==> config.mk <==
export PLATFORM = sky130hd
export DESIGN_NAME = aora_regs
export DESIGN_NICKNAME = d
export VERILOG_FILES = /design/src/rtl/aora_pkg.sv /design/src/rtl/aora_regs.sv
export SDC_FILE = /design/constraint.sdc
export NUM_CORES = 1
export LEC_CHECK = 0
export BUFFER_PORTS_ARGS = -buffer_cell sky130_fd_sc_hd__buf_2
export CORE_ASPECT_RATIO = 0.8
export CORE_MARGIN = 2
export CORE_UTILIZATION = 29
export DETAILED_ROUTE_END_ITERATION = 12
export PLACE_DENSITY = 0.81
export SKIP_CTS_REPAIR_TIMING = 1
export SKIP_LAST_GASP = 1
export SYNTH_ARGS = -nofsm -noshare
export SYNTH_HDL_FRONTEND = slang
export SYNTH_SLANG_ARGS = --single-unit
==> constraint.sdc <==
create_clock -name clk -period 1.3 [get_ports clk]
set_input_delay 0 -clock clk [delete_from_list [all_inputs] [get_ports clk]]
set_output_delay 0 -clock clk [all_outputs]
set_load 0.05 [all_outputs]
==> src/rtl/aora_pkg.sv <==
// Shared types and constants for the action/option range ACL block.
// No dependencies; imported by aora_regs, aora_ctrl and the top module of the block.
package aora_pkg;

	localparam int ACTION_W  = 16;
	localparam int BOUND_W   = 16;
	localparam int COUNT_W   = 5;
	localparam int PADDR_W   = 3;
	localparam int PDATA_W   = 32;

	// rule entry: {any, action}; range entry: {valid, high, low}
	localparam int RULE_ENTRY_W  = ACTION_W + 1;
	localparam int RANGE_ENTRY_W = 2 * BOUND_W + 1;

	localparam logic OP_LOAD  = 1'b0;
	localparam logic OP_CHECK = 1'b1;

	localparam logic [0:0] REG_ALLOW_ALL  = 1'b0;
	localparam logic [0:0] REG_RULE_COUNT = 1'b1;

	typedef struct packed {
		logic               allow_all;
		logic [COUNT_W-1:0] rule_count;
	} cfg_t;

endpackage

==> src/rtl/aora_regs.sv <==
// APB-style configuration registers: allow-all flag and rule count.
// Depends on aora_pkg.
module aora_regs import aora_pkg::*; (
	input  logic               clk,
	input  logic               arst_n,
	input  logic               psel,
	input  logic               penable,
	input  logic               pwrite,
	input  logic [PADDR_W-1:0] paddr,
	input  logic [PDATA_W-1:0] pwdata,
	output logic [PDATA_W-1:0] prdata,
	output logic               pready,
	output cfg_t               cfg
);

	cfg_t       cfg_q;
	logic [0:0] reg_idx;

	assign reg_idx = paddr[2:2];
	assign pready  = 1'b1;
	assign cfg     = cfg_q;

	always_ff @(posedge clk or negedge arst_n) begin
		if (!arst_n) begin
			cfg_q <= '0;
		end else if (psel && penable && pwrite) begin
			case (reg_idx)
				REG_ALLOW_ALL:  cfg_q.allow_all  <= pwdata[0];
				REG_RULE_COUNT: cfg_q.rule_count <= pwdata[COUNT_W-1:0];
				default: ;
			endcase
		end
	end

	always_comb begin
		case (reg_idx)
			REG_ALLOW_ALL:  prdata = {{(PDATA_W-1){1'b0}}, cfg_q.allow_all};
			REG_RULE_COUNT: prdata = {{(PDATA_W-COUNT_W){1'b0}}, cfg_q.rule_count};
			default:        prdata = '0;
		endcase
	end

endmodule

==> Yosys cells after proc, flatten, opt, wreduce, memory -nomap -nowiden <==
Index checks and enable logic that the tools add are counted.
{ "word_totals": {"register_bits": 6, "in_bits": 40, "elab_cells": 8} }
{ "classes": {"n_mux": 1, "n_bitwise": 1, "n_reduce_logical": 4} }
{ "ops": {"columns": ["operator", "count"], "rows": [
  ["32-bit case mux with 2 select lines", 1],
  ["2-bit AND reduction", 2],
  ["1-bit logical AND", 2],
  ["1-bit inverter", 1]
]} }

==> Longest topological paths before layout <==
{ "depth": {"depth_word": 3, "depth_mapped": 2, "ltp_nobuf": 2} }

==> Least setup slack after synthesis <==
OpenSTA, ideal clock, no wires.
{ "synth_timing": {"path_kind": "reg2out", "start": "reg cfg_q (netlist bit cfg[1])", "end": "out prdata[1]", "t_arrival_ps": 1113, "t_required_ps": 1300, "slack_ps": 187, "stages_incl_launch_ff": 2, "path_buffers": 0, "cell_sequence": "dfrtp_1 -> and2_1"} }
{ "synth_between": {"elab_chain_len": 1} }
{ "synth_rtl": {"columns": ["element", "line_no", "rtl"], "rows": [
  ["start: declaration", "aora_regs.sv:16", "cfg_t cfg_q;"],
  ["32-bit case mux with 2 select lines", "aora_regs.sv:36", "case (reg_idx)"],
  ["end: declaration", "aora_regs.sv:11", "output logic [PDATA_W-1:0] prdata,"]
]} }
Every way passes these cells. The select of a mux whose other input is x is not followed.

==> Final worst setup path <==
{ "layout_timing": {"start": "reg cfg_q (netlist bit cfg[0])", "end": "out prdata[0]"} }
The elaborated chain is that of the path after synthesis.

==> flow_metrics.env <==
export IMPL_rsz0062_at_grt="no"
export IMPL_clk_latency_ns=0.24
export IMPL_wire_per_inst_um=7.63
export IMPL_timing_final_ws_setup_ns=0.202
export IMPL_drc=0
export IMPL_die_h_um=40.9
export IMPL_synthMuxAreaShare=0.160
export IMPL_ys_ff_latch=6
export IMPL_synth_edf_count=0
export IMPL_root_buffer="clkbuf_4"
export IMPL_netlist_area_leader_share=0.426
export IMPL_cts_tree="done"
export IMPL_grt_pass1_wl_um=855
export IMPL_critical_path_peak_fanout=3
export IMPL_synth_distinct_cells=7
export IMPL_p_per_area_nw_per_um2=1710
export IMPL_cts_sinks=6
export IMPL_period_share=0.844
export IMPL_hold_class="input pin to flop"
export IMPL_ys_top_cells_by_area="buf_4, dfrtp_1, mux2_2, and2_1, nand4_2"
export IMPL_ant_nets=0
export IMPL_place_gp_congestion=0.635
export IMPL_antenna_cells_inserted=0
export IMPL_path_class="flop to output port"
export IMPL_hold_ws_ns=-0.00227
export IMPL_synth_top_family_by_area="buffers and inverters"
export IMPL_synth_cells=49
export IMPL_violations="negative hold slack"
export IMPL_dominantRegCellSynth="dfrtp_1"
export IMPL_path_buf_inv=1
export IMPL_clk_pin_slew_ns=0.04
export IMPL_max_stage_delay_ns=0.38
export IMPL_cap_viol_max_count=0
export IMPL_cts_inserted_buffers=3
export IMPL_place_ws_ns=0.464
export IMPL_crit_path_start_kind="flop"
export IMPL_dr_pass1_iters=5
export IMPL_stdcell_area_um2=586
export IMPL_dieWidth_um=50.1
export IMPL_synth_compound_area_frac=0
export IMPL_hold_depth=2
export IMPL_finalNetCount=118
export IMPL_max_freq_ghz=0.911
export IMPL_largest_register_ffs=6
export IMPL_final_hold_violation_count=1
export IMPL_viasPerCell=3.60
export IMPL_cp_end_kind="output port"
export IMPL_min_period_ns=1.10
export IMPL_syn_area_um2=493
export IMPL_die_area_um2=2050
export IMPL_antenna_found_initial=0
export IMPL_drt_iter0_markers=5
export IMPL_p_leak_nw=0.334
export IMPL_final_core_util=0.364
export IMPL_yosys_warnings=0
export IMPL_async_flop_share=1.00
export IMPL_regArea_um2=150
export IMPL_yosysMostFrequentCell="buf_4"
export IMPL_yosys_area_share_simple=0.0939
export IMPL_crit_family="flip-flops"
export IMPL_path_cells="mux2_2 > buf_2"
export IMPL_ios=79
export IMPL_h_tree_depth=1
export IMPL_place_area_um2=513
export IMPL_gr_total_overflow=0
export IMPL_cp_slowest_cell="dfrtp_1"
export IMPL_synthXorXnorAreaFrac=0
export IMPL_grt_max_degree=8
export IMPL_fillers=159
export IMPL_portBuffers=21
export IMPL_cp_required_ns=1.30
export IMPL_synth_adder_area_share=0
export IMPL_worstRegToRegCells=1
export IMPL_yosysSeqAreaShare=0.305
export IMPL_grt_pass1_vias=233
export IMPL_rows=13
export IMPL_num_vias=353
export IMPL_multi_input_area_um2=230
export IMPL_fin_setup_tns_ns=0
export IMPL_start_util=0.306
export IMPL_cp_depth=2
export IMPL_fin_skew_ns=0
export IMPL_coreArea_um2=1610
export IMPL_cts_path_max_buffers=2
export IMPL_maxSlewViolCount=0
export IMPL_dp_hpwl_um=624
export IMPL_ir_worst_vdd_mv=0.795
export IMPL_ys_top_cells_by_count="buf_4, mux2_2, dfrtp_1"
export IMPL_yosysTopAreaCell="buf_4"
export IMPL_area_growth_pct=18.8
export IMPL_post_synth_cell_area_avg_um2=10.1
export IMPL_status="finished, violations left"
export IMPL_setup_viol=0
export IMPL_cp_data_arrival_time_ns=1.10
export IMPL_grtUsageTotal=0.0602
export IMPL_drt_wl_total_um=748
export IMPL_drive_above_1_share=0.421
cell families (layout without fill, tap and decap cells):
logic type,count (synthesis),count (layout)
mux,7,7
flops,6,6
buf+inv,28,29
other cells,2,28
simple gates,6,6
metal layers:
layer  vias up  routed length, µm  GRT usage
met2        41                337      0.105
met1       154                271     0.0573
met3         2                129     0.0219
met5         -                  0          0
met4         0                  9     0.0625
li1        156                  -          -
cells in the final DEF (no fill, tap or decap):
cell	count
clkbuf_4	3
conb_1	28
nand4b_1	1
dfrtp_1	6
nand4_2	1
dlygate4sd3_1	5
and2_1	4
buf_2	21
mux2_2	7
cell type report:
class / instances / area share
sequential: 6 / 0.256
tap: 22 / 0.0470
multi-input combinational: 41 / 0.393
timing repair buffer: 26 / 0.265
clock buffer: 3 / 0.0385
stage by stage:
step / hold WS (ns) / std cells / power, mW
6_report: -0.00227 / 98 / 1.00
4_1_cts: -0.438 / 93 / 0.998
3_5_place_dp: -0.174 / 90 / 0.823
2_1_floorplan: -0.296 / 75 / 0.792
5_1_grt: 0.00585 / 98 / 1.05
3_3_place_gp: -0.171 / 90 / 0.818
power by group:
part	switching, mW	internal [mW]
combinational	0.467	0.110
sequential	0.0278	0.229
clock	0.0635	0.104
total	0.558	0.444
worst paths after layout:
| kind | endpoint | slack (ns) | start |
|---|---|---|---|
| worst max-delay path | prdata[0] | 0.20 | cfg[0] |
| worst min-delay path | cfg[2] | -0.002 | pwdata[2] |
| min in group asynchronous | cfg[5] | 0.10 | arst_n |
| worst min register to register | cfg[3] | 0.53 | cfg[3] |
| max in group asynchronous | cfg[1] | 1.05 | arst_n |
| worst max register to register | cfg[5] | 0.53 | cfg[5] |
Power figures use the tool's default switching activity.
