`src/rtl/aora_ram.sv`:
```
// Generic single-write, single-read synchronous RAM with registered read.
// No dependencies.
module aora_ram #(
	parameter int WIDTH  = 8,
	parameter int DEPTH  = 16,
	parameter int ADDR_W = (DEPTH > 1) ? $clog2(DEPTH) : 1
) (
	input  logic              clk,
	input  logic              we,
	input  logic [ADDR_W-1:0] waddr,
	input  logic [WIDTH-1:0]  wdata,
	input  logic [ADDR_W-1:0] raddr,
	output logic [WIDTH-1:0]  rdata
);

	logic [WIDTH-1:0] mem [DEPTH];

	always_ff @(posedge clk) begin
		if (we) begin
			mem[waddr] <= wdata;
		end
		rdata <= mem[raddr];
	end

endmodule

```
`config.mk`:
```
export PLATFORM = sky130hd
export DESIGN_NAME = aora_ram
export DESIGN_NICKNAME = d
export VERILOG_FILES = /design/src/rtl/aora_ram.sv
export SDC_FILE = /design/constraint.sdc
export NUM_CORES = 1
export LEC_CHECK = 0
export BUFFER_PORTS_ARGS = -buffer_cell sky130_fd_sc_hd__buf_2
export CORE_ASPECT_RATIO = 0.6
export CORE_MARGIN = 1.5
export CORE_UTILIZATION = 54
export DETAILED_ROUTE_END_ITERATION = 10
export HOLD_SLACK_MARGIN = 0.03
export PLACE_DENSITY_LB_ADDON = 0.15
export SYNTH_ARGS = -nofsm -noshare
export SYNTH_HDL_FRONTEND = slang
export SYNTH_SLANG_ARGS = --single-unit
```
`constraint.sdc`:
```
create_clock -name clk -period 1.52 [get_ports clk]
set_input_delay 0.076 -clock clk [delete_from_list [all_inputs] [get_ports clk]]
set_output_delay 0.076 -clock clk [all_outputs]
set_load 0.01 [all_outputs]
```
## Word level (Yosys, flattened, before mapping)

Memories as Yosys holds them, arrays and structs flattened. A register that Yosys moved wholly into a read port is not among the register bits.
Index checks and enable logic that the tools add are counted.

| operators by class | value |
|---|---|
| multiplexer cells | 2 |

Operators by type and width:

| cell | number |
|---|---|
| two-way mux 1 bit | 2 |

| word-level totals | value |
|---|---|
| flip-flop bits (word level) | 0 |
| memory bits (writable) | 128 |
| bits of input ports | 18 |
| output and inout bits | 8 |
| logic and storage cells | 3 |
| memories kept | 1 |

Memory list:

| name | depth | bits a word | rd ports | clocked after Yosys merged registers in | write ports | RTL line | text |
|---|---|---|---|---|---|---|---|
| mem | 16 | 8 | 1 | 1 | 1 | 16 | `logic [WIDTH-1:0] mem [DEPTH];` |

## Logic depth before layout (Yosys ltp)

Gate-level depths: netlist (run 1).

| depth | value |
|---|---|
| depth after elaboration | 2 |
| mapped depth | 5 |
| depth with buffers taken out | 3 |

## Worst setup path before layout (run 1)

Ideal clock, no wire load.

| timing | value |
|---|---|
| kind | input to register |
| from | in waddr[2] |
| to | mem mem[0][0] (enable) |
| setup time | 0.383 ns |
| data arrival time | 1.186 ns |
| data required time | 1.137 ns |
| slack | -0.049 ns |
| stages | 2 |
| buffers on the path | 0 |
| cells stage by stage | or3b_2 > nor3_1 |

RTL lines:

| item | RTL line | text |
|---|---|---|
| start, declared | 10 | `input logic [ADDR_W-1:0] waddr,` |
| end, declared | 16 |  |

No word-level cell before the write port.

==> results.txt, run 1 <==
register area share after synthesis -> 77.78%
setup violation total in the final timing report -> 0
Post-CTS Resized -> 0
MaxCap Viol Count -> 0
post-route insts no fill -> 432
number of detailed-route iterations in the first pass -> 4
cts bufs inserted -> 17
slowest library cell on the worst path -> mux4_1
synthesized flop and latch total -> 136
Hold Path Class -> primary input to register
DRT Wirelength -> 9203 um
I/O pins -> 26
worst slew pin tran -> 0.7122 ns
number of I/O port buffers -> 25
unrepaired setup endpoints after global routing -> no
count of synthesis-stage warnings from yosys -> 0
final cycle utilization of the critical path -> 91.12%
worst slew slack as a fraction of its limit -> 52.42%
maximum vdd drop -> 0.9926 mV
drc violations -> 0
number of nets in the layout -> 307
Distinct cells, synth -> 19
crit-path cells -> mux4_1 -> a22oi_1 -> nand2_1
number of nets with antenna violations after routing -> 0
most area-hungry cell type in the Yosys netlist -> edfxtp_1
clock skew -> 0.009603 ns
post-synth net total -> 247
crit-path max FO -> 1
Hold Slack -> 0.05338 ns
nature of the critical path startpoint -> register
largest incremental delay on the critical path -> 0.55 ns
endpoint class of the critical path -> register
initial cell density of the core -> 55.81%
overall via count from detail_route -> 2384
Post-Place Setup Slack -> 0.006723 ns
layout-stage area growth over the synthesis result -> 21.56%
number of placed cells counting well taps -> 400
Sw Ratio -> 18.14%
cell leakage power -> 2.171 nW
critical path required time -> 1.80 ns
wire length of the first global-routing pass -> 14110 um
synthesized instance count -> 229
power spent charging and discharging nets -> 1.684 mW
areal power density over the cells -> 1484 nW/um2
highest clock rate -> 0.7220 GHz
Netlist Area Pre-Place -> 5147 um2
clock tree buffer depth -> 2
share of power burned in the clock network -> 50.3%
Clock H-tree levels -> 4
diode count -> 0
Site Rows -> 27
run status -> finished clean
vias per inst -> 5.519
final weighted congestion of routability-driven global placement -> 0.7764
drt initial violations -> 237
global route total overflow -> 0
internal power component -> 7.601 mW
die footprint -> 10150 um2
share of the synthesized area in the top cell type -> 74.67%
number of antenna violations at the first check in global routing -> 0
Root Driver -> clkbuf_16
share of layout cells above drive strength 1 -> 33.77%
buffer count from post-CTS setup fixing -> 0
clock-pin slew reported for the worst setup and hold paths after clock tree synthesis -> 0.06 ns
data arrival time of the critical path -> 1.67 ns
Setup TNS -> 0 ns
fin. max-slew vios -> 0
dominant cells by area after synthesis -> edfxtp_1 (75%), mux4_2 (7.9%), mux4_1 (7.1%), dfxtp_1 (3.1%), a22oi_1 (2.3%)
TritonCTS clock tree -> done
combinational share of power -> 4.3%
core outline area -> 9223 um2
CTS sink cnt -> 136
post-layout worst setup margin -> 0.1350 ns
width of the chip -> 129.0 um
average wire length per cell after detail routing -> 21.30 um
post-layout total power -> 9.286 mW
kind of critical path -> register to register
mean cell area of the mapped netlist -> 22.48 um2
GRT Overall Usage -> 20.74%
DP HPWL -> 5959 um
clock latency of the later-clocked register in the worst-skew pair -> 0.40 ns
number of hold violations in the final report -> 0
via count of the first global-routing pass -> 2481
maximum number of pins on one net before global-route repair -> 33
share of power burned in registers -> 45.4%
hold buffers post-CTS -> 0
vertical die dimension -> 78.63 um
Fillers -> 614
minimum clock period after layout -> 1.385 ns
-- final timing paths --
path | end | startpoint | slack, ns | depth (start not counted)
worst max register to register | rdata[1]$_DFF_P_ | mem[1][1]$_DFFE_PP_ | 0.14 | 3
worst max-delay path | rdata[1]$_DFF_P_ | mem[1][1]$_DFFE_PP_ | 0.14 | 3
worst min register to register | rdata[4]$_DFF_P_ | mem[4][4]$_DFFE_PP_ | 0.69 | 3
worst min-delay path | mem[14][5]$_DFFE_PP_ | wdata[5] | 0.05 | 1
-- cells in the mapped netlist, drive strengths merged --
master,count
a22oi,16
and2,1
and2b,1
buf,7
clkdlybuf4s25,3
dfxtp,8
edfxtp,128
mux4,32
nand2,9
nand2b,2
nand3,1
nand3b,2
nor2,13
nor2b,1
nor3,4
or3b,1
-- cells in the final DEF (no fill, tap or decap), drive strengths merged --
cell type    n
and2b        1
nand2        9
edfxtp     128
mux4        32
nor3         4
clkinvlp     2
a22oi       16
bufinv       7
nand3b       2
nand3        1
nor2        13
dfxtp        8
nor2b        1
clkinv       5
nand2b       2
or3b         1
clkbuf      18
and2         1
buf         51
-- through the flow --
step / area [um2] / utilization (%)
5_1_grt: 6257 / 67.85
3_3_place_gp: 5574 / 60.44
6_report: 6257 / 67.85
4_1_cts: 6257 / 67.85
3_5_place_dp: 5574 / 60.44
2_1_floorplan: 5152 / -
-- registers in the layout, indices dropped and copies added (netlist names) --
| name | cells |
|---|---|
| rdata | 8 |
| mem | 128 |
-- logic make-up (layout without fill, tap and decap cells) --
| family | after synthesis | count (layout) | share of synthesized area (%) |
|---|---|---|---|
| and+or+nand+nor | 35 | 35 | 3.184 |
| DFF | 136 | 136 | 77.78 |
| AOI/OAI and AO/OA | 16 | 16 | 2.334 |
| buffers and inverters | 10 | 83 | 1.677 |
| muxes | 32 | 32 | 15.02 |
-- power by group through the flow --
stage / Sequential [mW] / Combinational (mW) / Clock [mW]
global placement: 4.29 / 0.396 / 0
CTS: 4.22 / 0.405 / 4.75
floorplan: 4.30 / 0.213 / 0
detailed placement: 4.29 / 0.403 / 0
finish: 4.22 / 0.399 / 4.67
global route: 4.22 / 0.435 / 4.90
-- critical path, delay by kind of cell, from the launching register on --
kind            cells  cell delay (ns)
mux                 1             0.55
compound gates      1             0.25
flops               1             0.36
simple gates        1             0.10
-- metal layers --
metal	up-vias	GRT usage [%]	wire, um
li1	1097	-	-
met1	1214	29.28	4250
met2	66	28.98	4183
met3	7	8.589	697
met4	0	8.090	72
met5	-	0	0
-- cell type report --
class	count	area (um2)	share of cell area [%]
Clock buffer	18	429.2	6.859
Sequential cell	136	4004	63.99
Clock inverter	14	254.0	4.059
Multi-Input combinational cell	83	1062	16.98
Tap cell	130	162.7	2.599
Timing Repair Buffer	51	345.3	5.519
(Power assumes the default switching activity.)
==> run 2, diff against run 1 <==
Settings changed: CELL_PAD_IN_SITES_DETAIL_PLACEMENT set to 1, CELL_PAD_IN_SITES_GLOBAL_PLACEMENT set to 1, CORE_UTILIZATION 54 to 48.
==> run 2 against run 1 <==
  * Register-to-register slack improved by 0.05 ns
  * Non-clock buffer count down 4
  * Worst setup slack better by 0.047 ns
  * Routed wire length grew 13%
==> results.txt, run 2 (synthesis gave the netlist of run 1 again) <==
run status -> finished clean
highest clock rate -> 0.7471 GHz (+3.5%)
layout-stage area growth over the synthesis result -> 18.59%
Site Rows -> 29 (+7.4%)
buffer count from post-CTS setup fixing -> 0 (unchanged)
maximum number of pins on one net before global-route repair -> 21 (-36%)
Hold Path Class -> primary input to register
post-route insts no fill -> 437 (+1.2%)
global route total overflow -> 0 (unchanged)
MaxCap Viol Count -> 0 (unchanged)
register with the most flip-flops -> mem
wire length of the first global-routing pass -> 15730 um (+11%)
number of nets with antenna violations after routing -> 0 (unchanged)
Clock H-tree levels -> 4 (unchanged)
drt initial violations -> 143 (-40%)
clock-pin slew reported for the worst setup and hold paths after clock tree synthesis -> 0.06 ns (about the same)
number of flip-flops under the largest register name -> 128 (unchanged)
Fillers -> 918 (+50%)
nature of the critical path startpoint -> register
Post-CTS Resized -> 0 (unchanged)
share of layout cells above drive strength 1 -> 30.87% (-2.9 points)
setup violation total in the final timing report -> 0 (unchanged)
number of I/O port buffers -> 25 (unchanged)
drc violations -> 0 (unchanged)
Setup TNS -> 0 ns (unchanged)
hold buffers post-CTS -> 1 (+1)
most common cell after layout, fill and taps aside -> edfxtp_1
kind of critical path -> register to register
number of nets in the layout -> 303 (-1.3%)
GRT Overall Usage -> 20.49% (-0.25 points)
number of detailed-route iterations in the first pass -> 6 (+2)
clock latency of the later-clocked register in the worst-skew pair -> 0.42 ns (+0.02 ns)
die footprint -> 11370 um2 (+12%)
post-layout worst setup margin -> 0.1816 ns (+0.04657 ns)
commonest cells after routing, fill and taps aside -> edfxtp_1 (128), buf_2 (25), buf_4 (19), mux4_2 (18), clkbuf_16 (17)
final weighted congestion of routability-driven global placement -> 0.7473 (-3.7%)
diode count -> 0 (unchanged)
Root Driver -> clkbuf_16
CTS sink cnt -> 136 (unchanged)
number of antenna violations at the first check in global routing -> 0 (unchanged)
cts bufs inserted -> 17 (unchanged)
Post-Place Setup Slack -> 0.02974 ns (+0.02302 ns)
DRT Wirelength -> 10390 um (+13%)
worst slew slack as a fraction of its limit -> 39.91% (-13 points)
clock tree buffer depth -> 2 (unchanged)
I/O pins -> 26 (unchanged)
average wire length per cell after detail routing -> 23.77 um (+12%)
width of the chip -> 136.7 um (+5.9%)
crit-path max FO -> 1 (unchanged)
crit-path cells -> mux4_2 -> a22oi_1 -> nand2_1
final cycle utilization of the critical path -> 88.05% (-3.1 points)
endpoint class of the critical path -> register
number of hold violations in the final report -> 0 (unchanged)
worst slew pin tran -> 0.8995 ns (+0.1874 ns)
slowest library cell on the worst path -> mux4_2
initial cell density of the core -> 49.09% (-6.7 points)
clock skew -> 0.008332 ns (-0.001270 ns)
number of placed cells counting well taps -> 404 (+1.0%)
unrepaired setup endpoints after global routing -> no
largest incremental delay on the critical path -> 0.47 ns (-0.08 ns)
DP HPWL -> 6597 um (+11%)
via count of the first global-routing pass -> 2585 (+4.2%)
overall via count from detail_route -> 2477 (+3.9%)
data arrival time of the critical path -> 1.64 ns (-0.03 ns)
cell leakage power -> 2.092 nW (-3.6%)
cell family with most CP delay -> multiplexers
Hold Slack -> 0.03750 ns (-0.01588 ns)
areal power density over the cells -> 1384 nW/um2 (-6.8%)
CP bufs+invs -> 0 (unchanged)
Largest regs -> mem: 128 flops, rdata: 8 flops
minimum clock period after layout -> 1.338 ns (-0.04657 ns)
core outline area -> 10490 um2 (+14%)
vertical die dimension -> 83.22 um (+5.8%)
fin. max-slew vios -> 0 (unchanged)
maximum vdd drop -> 0.8883 mV (-11%)
vias per inst -> 5.668 (+2.7%)
TritonCTS clock tree -> done
critical path required time -> 1.82 ns (+0.02 ns)
==> run 2: final timing paths <==
check / startpoint / to / slack [ns] / depth (start not counted)
setup / recovery: mem[0][7]$_DFFE_PP_ / rdata[7]$_DFF_P_ / 0.18 / 3
hold / removal: wdata[4] / mem[13][4]$_DFFE_PP_ / 0.04 / 1
setup reg to reg: mem[0][7]$_DFFE_PP_ / rdata[7]$_DFF_P_ / 0.18 / 3
hold reg to reg: mem[14][7]$_DFFE_PP_ / rdata[7]$_DFF_P_ / 0.67 / 3
==> run 2: stage by stage <==
| stage | area, um2 | total power [mW] | util [%] |
|---|---|---|---|
| 2_1_floorplan | 5152 | 4.513 | - |
| 3_3_place_gp | 5548 | 4.690 | 52.91 |
| 3_5_place_dp | 5548 | 4.702 | 52.91 |
| 4_1_cts | 6105 | 8.531 | 58.21 |
| 5_1_grt | 6105 | 8.672 | 58.21 |
| 6_report | 6105 | 8.446 | 58.21 |
==> run 2: report_power, final <==
group	internal (mW)	switching, mW	total (mW)
logic	0.174	0.228	0.402
registers	4.19	0.0249	4.22
clock network	2.38	1.44	3.82
==> run 2: cell type report <==
| class | instances | area, um2 | area share [%] |
|---|---|---|---|
| Multi-Input combinational cell | 83 | 1062 | 17.40 |
| Tap cell | 139 | 173.9 | 2.849 |
| Timing Repair Buffer | 47 | 317.8 | 5.206 |
| Clock inverter | 11 | 106.4 | 1.742 |
| Clock buffer | 21 | 440.4 | 7.215 |
| Sequential cell | 136 | 4004 | 65.59 |
==> run 2: per-layer routing <==
metal / wire [um] / track usage, % / share of wire [%] / vias to the layer above
met3: 540 / 4.884 / 5.2 / 14
met1: 4979 / 30.37 / 48 / 1315
met5: 0 / 0 / 0 / -
met2: 4682 / 28.55 / 45 / 63
li1: - / - / - / 1085
met4: 186 / 10.15 / 1.8 / 0
