File: src/rtl/aora_pkg.sv
// Shared types and constants for the action/option range ACL block.
// No dependencies; imported by aora_regs, aora_ctrl and the top module of the block.
package aora_pkg;

	localparam int ACTION_W  = 16;
	localparam int BOUND_W   = 16;
	localparam int COUNT_W   = 5;
	localparam int PADDR_W   = 3;
	localparam int PDATA_W   = 32;

	// rule entry: {any, action}; range entry: {valid, high, low}
	localparam int RULE_ENTRY_W  = ACTION_W + 1;
	localparam int RANGE_ENTRY_W = 2 * BOUND_W + 1;

	localparam logic OP_LOAD  = 1'b0;
	localparam logic OP_CHECK = 1'b1;

	localparam logic [0:0] REG_ALLOW_ALL  = 1'b0;
	localparam logic [0:0] REG_RULE_COUNT = 1'b1;

	typedef struct packed {
		logic               allow_all;
		logic [COUNT_W-1:0] rule_count;
	} cfg_t;

endpackage

File: src/rtl/aora_ctrl.sv
// Sequencer: clearing pass, rule loads and the slot-by-slot check scan over
// the rule and range memories. Depends on aora_pkg.
module aora_ctrl import aora_pkg::*; #(
	parameter int MAX_RULES  = 16,
	parameter int MAX_RANGES = 8,
	parameter int RULE_AW    = (MAX_RULES > 1) ? $clog2(MAX_RULES) : 1,
	parameter int SLOT_W     = (MAX_RANGES > 1) ? $clog2(MAX_RANGES) : 1,
	parameter int RANGE_AW   = RULE_AW + SLOT_W
) (
	input  logic                     clk,
	input  logic                     arst_n,
	input  cfg_t                     cfg,
	input  logic                     start,
	output logic                     busy,
	input  logic                     operation,
	input  logic [3:0]               rule_index,
	input  logic [2:0]               slot_index,
	input  logic [ACTION_W-1:0]      rule_action_id,
	input  logic                     rule_any_action,
	input  logic [BOUND_W-1:0]       slot_low,
	input  logic [BOUND_W-1:0]       slot_high,
	input  logic                     slot_enable,
	input  logic [ACTION_W-1:0]      query_action,
	input  logic [BOUND_W-1:0]       query_option,
	output logic                     done,
	output logic                     authorized,
	output logic                     no_rules,
	output logic                     load_rejected,
	output logic                     rule_we,
	output logic [RULE_AW-1:0]       rule_waddr,
	output logic [RULE_ENTRY_W-1:0]  rule_wdata,
	output logic [RULE_AW-1:0]       rule_raddr,
	input  logic [RULE_ENTRY_W-1:0]  rule_rdata,
	output logic                     range_we,
	output logic [RANGE_AW-1:0]      range_waddr,
	output logic [RANGE_ENTRY_W-1:0] range_wdata,
	output logic [RANGE_AW-1:0]      range_raddr,
	input  logic [RANGE_ENTRY_W-1:0] range_rdata
);

	localparam int RANGE_DEPTH = MAX_RULES * (1 << SLOT_W);
	localparam logic [SLOT_W-1:0]   SLOT_LAST = SLOT_W'(MAX_RANGES - 1);
	localparam logic [RANGE_AW-1:0] CLR_LAST  = RANGE_AW'(RANGE_DEPTH - 1);

	typedef enum logic [1:0] {ST_CLEAR, ST_IDLE, ST_SCAN} state_t;

	state_t                state_q;
	logic [RANGE_AW-1:0]   clr_q;
	logic [RULE_AW-1:0]    rule_q;
	logic [SLOT_W-1:0]     slot_q;
	logic [RULE_AW-1:0]    last_rule_q;
	logic                  issuing_q;
	logic                  rd_valid_s1;
	logic                  rd_last_s1;
	logic [ACTION_W-1:0]   qact_q;
	logic [BOUND_W-1:0]    qopt_q;
	logic                  done_q;
	logic                  auth_q;
	logic                  none_q;
	logic                  rej_q;

	logic                  accept;
	logic                  bad_bounds;
	logic                  in_range;
	logic                  issue_last;
	logic                  hit;
	logic [8:0]            n_rules;

	assign accept     = start && (state_q == ST_IDLE);
	assign busy       = (state_q != ST_IDLE);
	assign bad_bounds = slot_low > slot_high;
	assign in_range   = ({5'd0, rule_index} < 9'(MAX_RULES))
		&& ({4'd0, slot_index} < 7'(MAX_RANGES));
	// clamp to table size; only used when the count is non-zero
	assign n_rules    = ({4'd0, cfg.rule_count} > 9'(MAX_RULES)) ?
		9'(MAX_RULES) : {4'd0, cfg.rule_count};
	assign issue_last = (rule_q == last_rule_q) && (slot_q == SLOT_LAST);

	// load writes go straight into the memories at the accepting edge
	assign rule_we     = accept && (operation == OP_LOAD) && !bad_bounds && in_range;
	assign rule_waddr  = RULE_AW'(rule_index);
	assign rule_wdata  = {rule_any_action, rule_action_id};
	assign rule_raddr  = rule_q;

	assign range_we    = rule_we || (state_q == ST_CLEAR);
	assign range_waddr = (state_q == ST_CLEAR) ? clr_q :
		{RULE_AW'(rule_index), SLOT_W'(slot_index)};
	assign range_wdata = (state_q == ST_CLEAR) ? '0 :
		{slot_enable, slot_high, slot_low};
	assign range_raddr = {rule_q, slot_q};

	assign hit = rd_valid_s1 && range_rdata[RANGE_ENTRY_W-1]
		&& (rule_rdata[ACTION_W] || (rule_rdata[ACTION_W-1:0] == qact_q))
		&& (qopt_q >= range_rdata[BOUND_W-1:0])
		&& (qopt_q <= range_rdata[2*BOUND_W-1:BOUND_W]);

	assign done          = done_q;
	assign authorized    = auth_q;
	assign no_rules      = none_q;
	assign load_rejected = rej_q;

	always_ff @(posedge clk or negedge arst_n) begin
		if (!arst_n) begin
			state_q     <= ST_CLEAR;
			clr_q       <= '0;
			rule_q      <= '0;
			slot_q      <= '0;
			last_rule_q <= '0;
			issuing_q   <= 1'b0;
			rd_valid_s1 <= 1'b0;
			rd_last_s1  <= 1'b0;
			done_q      <= 1'b0;
			auth_q      <= 1'b0;
			none_q      <= 1'b0;
			rej_q       <= 1'b0;
		end else begin
			done_q      <= 1'b0;
			rd_valid_s1 <= issuing_q;
			rd_last_s1  <= issuing_q && issue_last;

			if (issuing_q) begin
				if (slot_q == SLOT_LAST) begin
					slot_q <= '0;
					rule_q <= rule_q + 1'b1;
				end else begin
					slot_q <= slot_q + 1'b1;
				end
				if (issue_last) begin
					issuing_q <= 1'b0;
				end
			end

			case (state_q)
				ST_CLEAR: begin
					clr_q <= clr_q + 1'b1;
					if (clr_q == CLR_LAST) begin
						state_q <= ST_IDLE;
					end
				end
				ST_IDLE: begin
					if (start) begin
						if (operation == OP_LOAD) begin
							done_q <= 1'b1;
							auth_q <= 1'b0;
							none_q <= 1'b0;
							rej_q  <= bad_bounds;
						end else if (cfg.allow_all) begin
							done_q <= 1'b1;
							auth_q <= 1'b1;
							none_q <= 1'b0;
							rej_q  <= 1'b0;
						end else if (cfg.rule_count == '0) begin
							done_q <= 1'b1;
							auth_q <= 1'b0;
							none_q <= 1'b1;
							rej_q  <= 1'b0;
						end else begin
							state_q     <= ST_SCAN;
							rule_q      <= '0;
							slot_q      <= '0;
							last_rule_q <= RULE_AW'(n_rules - 9'd1);
							issuing_q   <= 1'b1;
							rd_valid_s1 <= 1'b0;
							qact_q      <= query_action;
							qopt_q      <= query_option;
						end
					end
				end
				ST_SCAN: begin
					if (hit || (rd_valid_s1 && rd_last_s1)) begin
						// early exit on first match; drop the read still in flight
						done_q      <= 1'b1;
						auth_q      <= hit;
						none_q      <= 1'b0;
						rej_q       <= 1'b0;
						state_q     <= ST_IDLE;
						issuing_q   <= 1'b0;
						rd_valid_s1 <= 1'b0;
					end
				end
				default: state_q <= ST_IDLE;
			endcase
		end
	end

endmodule

File: config.mk
export PLATFORM = sky130hd
export DESIGN_NAME = aora_ctrl
export DESIGN_NICKNAME = d
export VERILOG_FILES = /design/src/rtl/aora_pkg.sv /design/src/rtl/aora_ctrl.sv
export SDC_FILE = /design/constraint.sdc
export NUM_CORES = 1
export LEC_CHECK = 0
export BUFFER_PORTS_ARGS = -buffer_cell sky130_fd_sc_hd__clkbuf_2
export CORE_MARGIN = 2
export CORE_UTILIZATION = 49
export CTS_CLUSTER_DIAMETER = 200
export DETAILED_ROUTE_END_ITERATION = 16
export GPL_TIMING_DRIVEN = 1
export MAX_ROUTING_LAYER = met4
export PLACE_DENSITY = 0.95
export SLEW_MARGIN = 0
export SYNTH_ARGS = -nofsm -noshare
export SYNTH_HDL_FRONTEND = slang
export SYNTH_SLANG_ARGS = --single-unit
File: constraint.sdc
create_clock -name clk -period 8.5 [get_ports clk]
set_input_delay 2.55 -clock clk [delete_from_list [all_inputs] [get_ports clk]]
set_output_delay 2.55 -clock clk [all_outputs]
set_load 0.05 [all_outputs]
* Yosys cells after proc, flatten, opt, wreduce, memory -nomap -nowiden
Index checks and enable logic that the tools add are counted.
** Operators by class
- Bitwise gates (word level) :: 3
- Magnitude comparators :: 4
- Muxes and demuxes :: 60
- Reductions and logical operators :: 21
- Add/subtract/negate cells :: 4
- Eq/ne operators :: 14
** Operators by type and width (number)
- 33-bit 2-to-1 mux :: 1
- 4-bit 2-to-1 mux :: 8
- 1-bit 2-to-1 mux :: 30
- 3-bit 2-to-1 mux :: 7
- 16-bit equality test :: 1
- 16-bit >= comparator :: 1
- 16-bit greater-than comparator :: 1
- 16-bit less-or-equal comparator :: 1
- 2-bit 2-to-1 mux :: 6
- 1-bit case mux with 2 select lines :: 6
- 6-bit AND reduction :: 2
- 1-bit logical AND :: 10
- 2-bit inequality test, second input constant :: 5
- 7-bit by 1-bit adder with 7-bit output, second input constant :: 1
- 7-bit equality test, second input constant :: 1
- 7-bit 2-to-1 mux :: 1
- 2-bit case mux with 3 select lines :: 1
- 5-bit greater-than comparator, second input constant :: 1
- 5-bit zero test :: 1
- 5-bit AND reduction :: 1
- 4-bit by 1-bit adder with 4-bit output, second input constant :: 1
- 4-bit equality test :: 1
- 2-bit by 1-bit inequality test with 1-bit output, second input constant :: 2
- 4-bit by 3-bit inequality test with 1-bit output, second input constant :: 1
- 11 further kinds :: 15
** Word-level totals
- Output and inout bits :: 79
- Input port bits :: 149
- Register bits after elaboration :: 59

* Longest topological paths before layout
- Depth in word-level cells :: 9
- Depth in mapped cells :: 9
- Depth with buffers taken out :: 9

* Worst setup path before layout
No wires, ideal clock.
- Path type :: input to output
- From :: input slot_high[9]
- To :: output range_we
- Slack :: 0.801 ns
- Buffers on the path :: 0
- Arrival time :: 5.149 ns
- Stages on the path :: 9
- Path through :: inv_1 ha_1 a21o_1 a21o_1 a211o_1 o211ai_1 a31oi_1 nor3_1 or2_2
** Between the ends
- Word-level cells in the longest chain between the ends :: 4
** Ends and longest elaborated chain
- start, declared :: RTL line aora_ctrl.sv:21 : input logic [BOUND_W-1:0] slot_high,
- 16-bit greater-than comparator :: RTL line aora_ctrl.sv:71 : assign bad_bounds = slot_low > slot_high;
- 1-bit zero test :: RTL line aora_ctrl.sv:80 : assign rule_we = accept && (operation == OP_LOAD) && !bad_bounds && in_range;
- 1-bit logical AND :: RTL line aora_ctrl.sv:80
- via rule_we :: RTL line aora_ctrl.sv:29 : output logic rule_we,
- 1-bit logical OR :: RTL line aora_ctrl.sv:85 : assign range_we = rule_we || (state_q == ST_CLEAR);
- end, declared :: RTL line aora_ctrl.sv:34 : output logic range_we,
The timed path passes the listed nets, and every way through them passes these cells.

* Worst setup path in the final report
- From :: input slot_high[9]
- To :: output range_we
** Between the ends
- Word-level cells in the longest chain between the ends :: 4
** Ends and longest elaborated chain (RTL line)
- 16-bit greater-than comparator :: aora_ctrl.sv:71
- 1-bit zero test :: aora_ctrl.sv:80
- 1-bit logical AND :: aora_ctrl.sv:80
- 1-bit logical OR :: aora_ctrl.sv:85
No other way between the ends.

==> metrics.cfg <==
[finish]
area_growth_pct=24.9
multi_input_area_sq_mm=0.00219
ff_latch_area_sq_mm=0.00164
layout.nets=813
fillers=677
fin_cells=718
finish.utilization=0.640
drive_gt1_frac=0.364
final_common_cell=clkbuf_2
final_cell_mix=193 x clkbuf_2, 56 x inv_1, 56 x ha_1
diodes=0

[yosys]
synth_warnings=0
yosysTopAreaCell=edfxtp_1
async_reset_ff_frac=0.458
syn_area_sq_mm=0.00425
netlist_instances=435
ys_seq_elements=59
synth_seq_area_share=0.385
synth_top_cell_area_share=0.226
yosysUniqueCellTypes=48
syn_area_per_cell_sq_um=9.77
synth-edff-count=32
ys.flop_type=edfxtp_1
ys_top_cells_by_area=edfxtp_1 23%, ha_1 16%, dfrtp_1 16%
syn_nets=640

[timing]
clock_skew_ns=0.0104
hold_viol=0
worstMarginPinSlew_ns=0.957
drv_slew=0
setup_viol=0
finalCriticalPeriod_ns=6.97
fin_setup_tns_ns=0
slew_headroom=0.360
rsz0062_at_grt=false
min_period_over_period=0.820
fmax_ghz=0.143

[routing]
firstDrtPassIters=4
routed-via-count=3785
wire_per_inst_microns=14.4
detail-route-antenna-nets=0
drc=0
drtIter0Drc=108
vias_per_cell=5.27
wl_mm=10.4

[power]
leakage_nw=2.77
power_density_mw_per_mm2=114
vdd_drop_max_mv=0.0641

[worst_setup_path]
r2r-end=qact_q[0]
r2r_start=state_q[1]
crit_chain=clkbuf_2, inv_1, ha_1, a21o_1, a21o_1, a211o_1, o211ai_1, a31oi_1, nor3_1, or2_2, clkbuf_2
ff2ff_setup_slack_ns=5.92
slowest_delay_ns=0.28
arrival_ns=4.42
path_max_fanout=2
critical-path-top-delay-family=compound AO/OA/AOI/OAI gates
reg2reg_depth=6
cp-end-kind=output pin
criticalPathCategory=input pin to output pin
path_buf_inv=3
cp-start-kind=input pin
cp_data_required_time_ns=5.95
slowest_stage=ha_1

[global_routing]
grt_pass1_wl_mm=17.0
grt_max_degree=49
overflow=0
track_usage=0.227
antenna_found_initial=0
grt_pass1_vias=3883

[placed_design]
io_buffer_count=193
dp_hpwl_mm=8.72
dp.cells=702
place_congestion=0.946

[clocking]
cts_resized=0
clock_sinks=59
hold_buffers=0
clk_latency_ns=0.33
cts_tree=yes
htree_levels=3
root_buffer=clkbuf_8
cts_buffers=9
clk_path_buf_depth=2
clk_pin_slew_worst_paths_ns=0.06
cts_setup_buffers=0

[floorplan]
initial_utilization=0.512
die_h_microns=97.2
core_area_sq_mm=0.00830
num_io_pins=228
rows=33
dieWidth_microns=97.2
dieArea_sq_mm=0.00944

[min_path]
hp-class=register to register
min_delay_path_depth=1
min_from=clr_q[6]
hold_path_end=clr_q[6]

[outcome]
status=finished, final reports clean

[job]
cap_violations=0

-- synthesized netlist by cell type, types with 5 or more instances --
| master | number |
|---|---|
| clkbuf_1 | 7 |
| inv_1 | 56 |
| xnor2_1 | 6 |
| a21o_1 | 9 |
| xor2_1 | 25 |
| o21ai_0 | 7 |
| ha_1 | 56 |
| nand2_1 | 22 |
| nor3_1 | 5 |
| buf_4 | 25 |
| edfxtp_1 | 32 |
| a21oi_1 | 21 |
| nand4_1 | 13 |
| mux2_2 | 8 |
| nand3_1 | 10 |
| dfrtp_1 | 27 |
| nor2_1 | 37 |
| nor2b_1 | 20 |
-- worst max path at each step --
stage	from	end	slack, ns	cells after the start
after floorplan	slot_high[9]	range_we	0.80	9
after global placement	slot_high[9]	range_we	1.61	11
after detailed placement	slot_high[9]	range_we	1.54	11
after CTS	slot_high[9]	range_we	1.54	11
after global routing	slot_high[9]	range_we	1.39	11
final	slot_high[9]	range_we	1.53	11
-- registers in the layout, indices dropped and copies added, names as in the netlist --
name,flops
rule_raddr,4
issuing_q,1
qopt_q,16
slot_q,3
clr_q,7
rd_last_s1,1
done,1
no_rules,1
rd_valid_s1,1
last_rule_q,4
state_q,2
authorized,1
load_rejected,1
qact_q,16
-- area by class of cell --
type	instances	share of cell area
inverter	56	0.0396
tap	105	0.0247
multi-input combinational	287	0.412
clock inverter	3	0.00283
sequential	59	0.308
timing repair buffer	195	0.185
clock buffer	13	0.0280
-- where the power goes --
group / internal, mW / total (mW) / switching [mW]
clock: 0.113 / 0.217 / 0.105
combinational: 0.0435 / 0.0868 / 0.0432
sequential: 0.302 / 0.302 / 0
-- per-stage QoR --
stage                     cell area [sq um]  total power, mW  worst slack, ns  hold WS (ns)
after floorplan                        4250            0.371            0.801         0.458
after global placement                 5150            0.389             1.61         0.479
after detailed placement               5150            0.395             1.54         0.485
after CTS                              5310            0.611             1.54         0.497
after global routing                   5310            0.633             1.39         0.515
final                                  5310            0.606             1.53         0.493
-- routing by layer --
layer,share of wire,global-route usage,wire (microns)
met3,0.062,0.0417,643
met4,0.019,0.0726,193
met5,0,-,0
met1,0.37,0.239,3880
met2,0.54,0.426,5650
-- cell families after synthesis --
kind of cell | count (synthesis) | share of synthesized area
xor gates and xnor gates | 31 | 0.0639
adders and majority gates | 56 | 0.165
muxes | 11 | 0.0283
buffers and inverters | 89 | 0.101
and+or+nand+nor | 126 | 0.152
DFF | 59 | 0.385
AOI/OAI and AO/OA | 63 | 0.106
-- worst reg2reg max path, cell delays in order, from the launching register on --
cell	delay [ns]
dfrtp_1	0.42
inv_1	0.10
ha_1	0.22
nand2_1	0.14
nor2_1	0.75
and2_1	0.23
buf_4	0.37
Power figures use the tool's default switching activity.
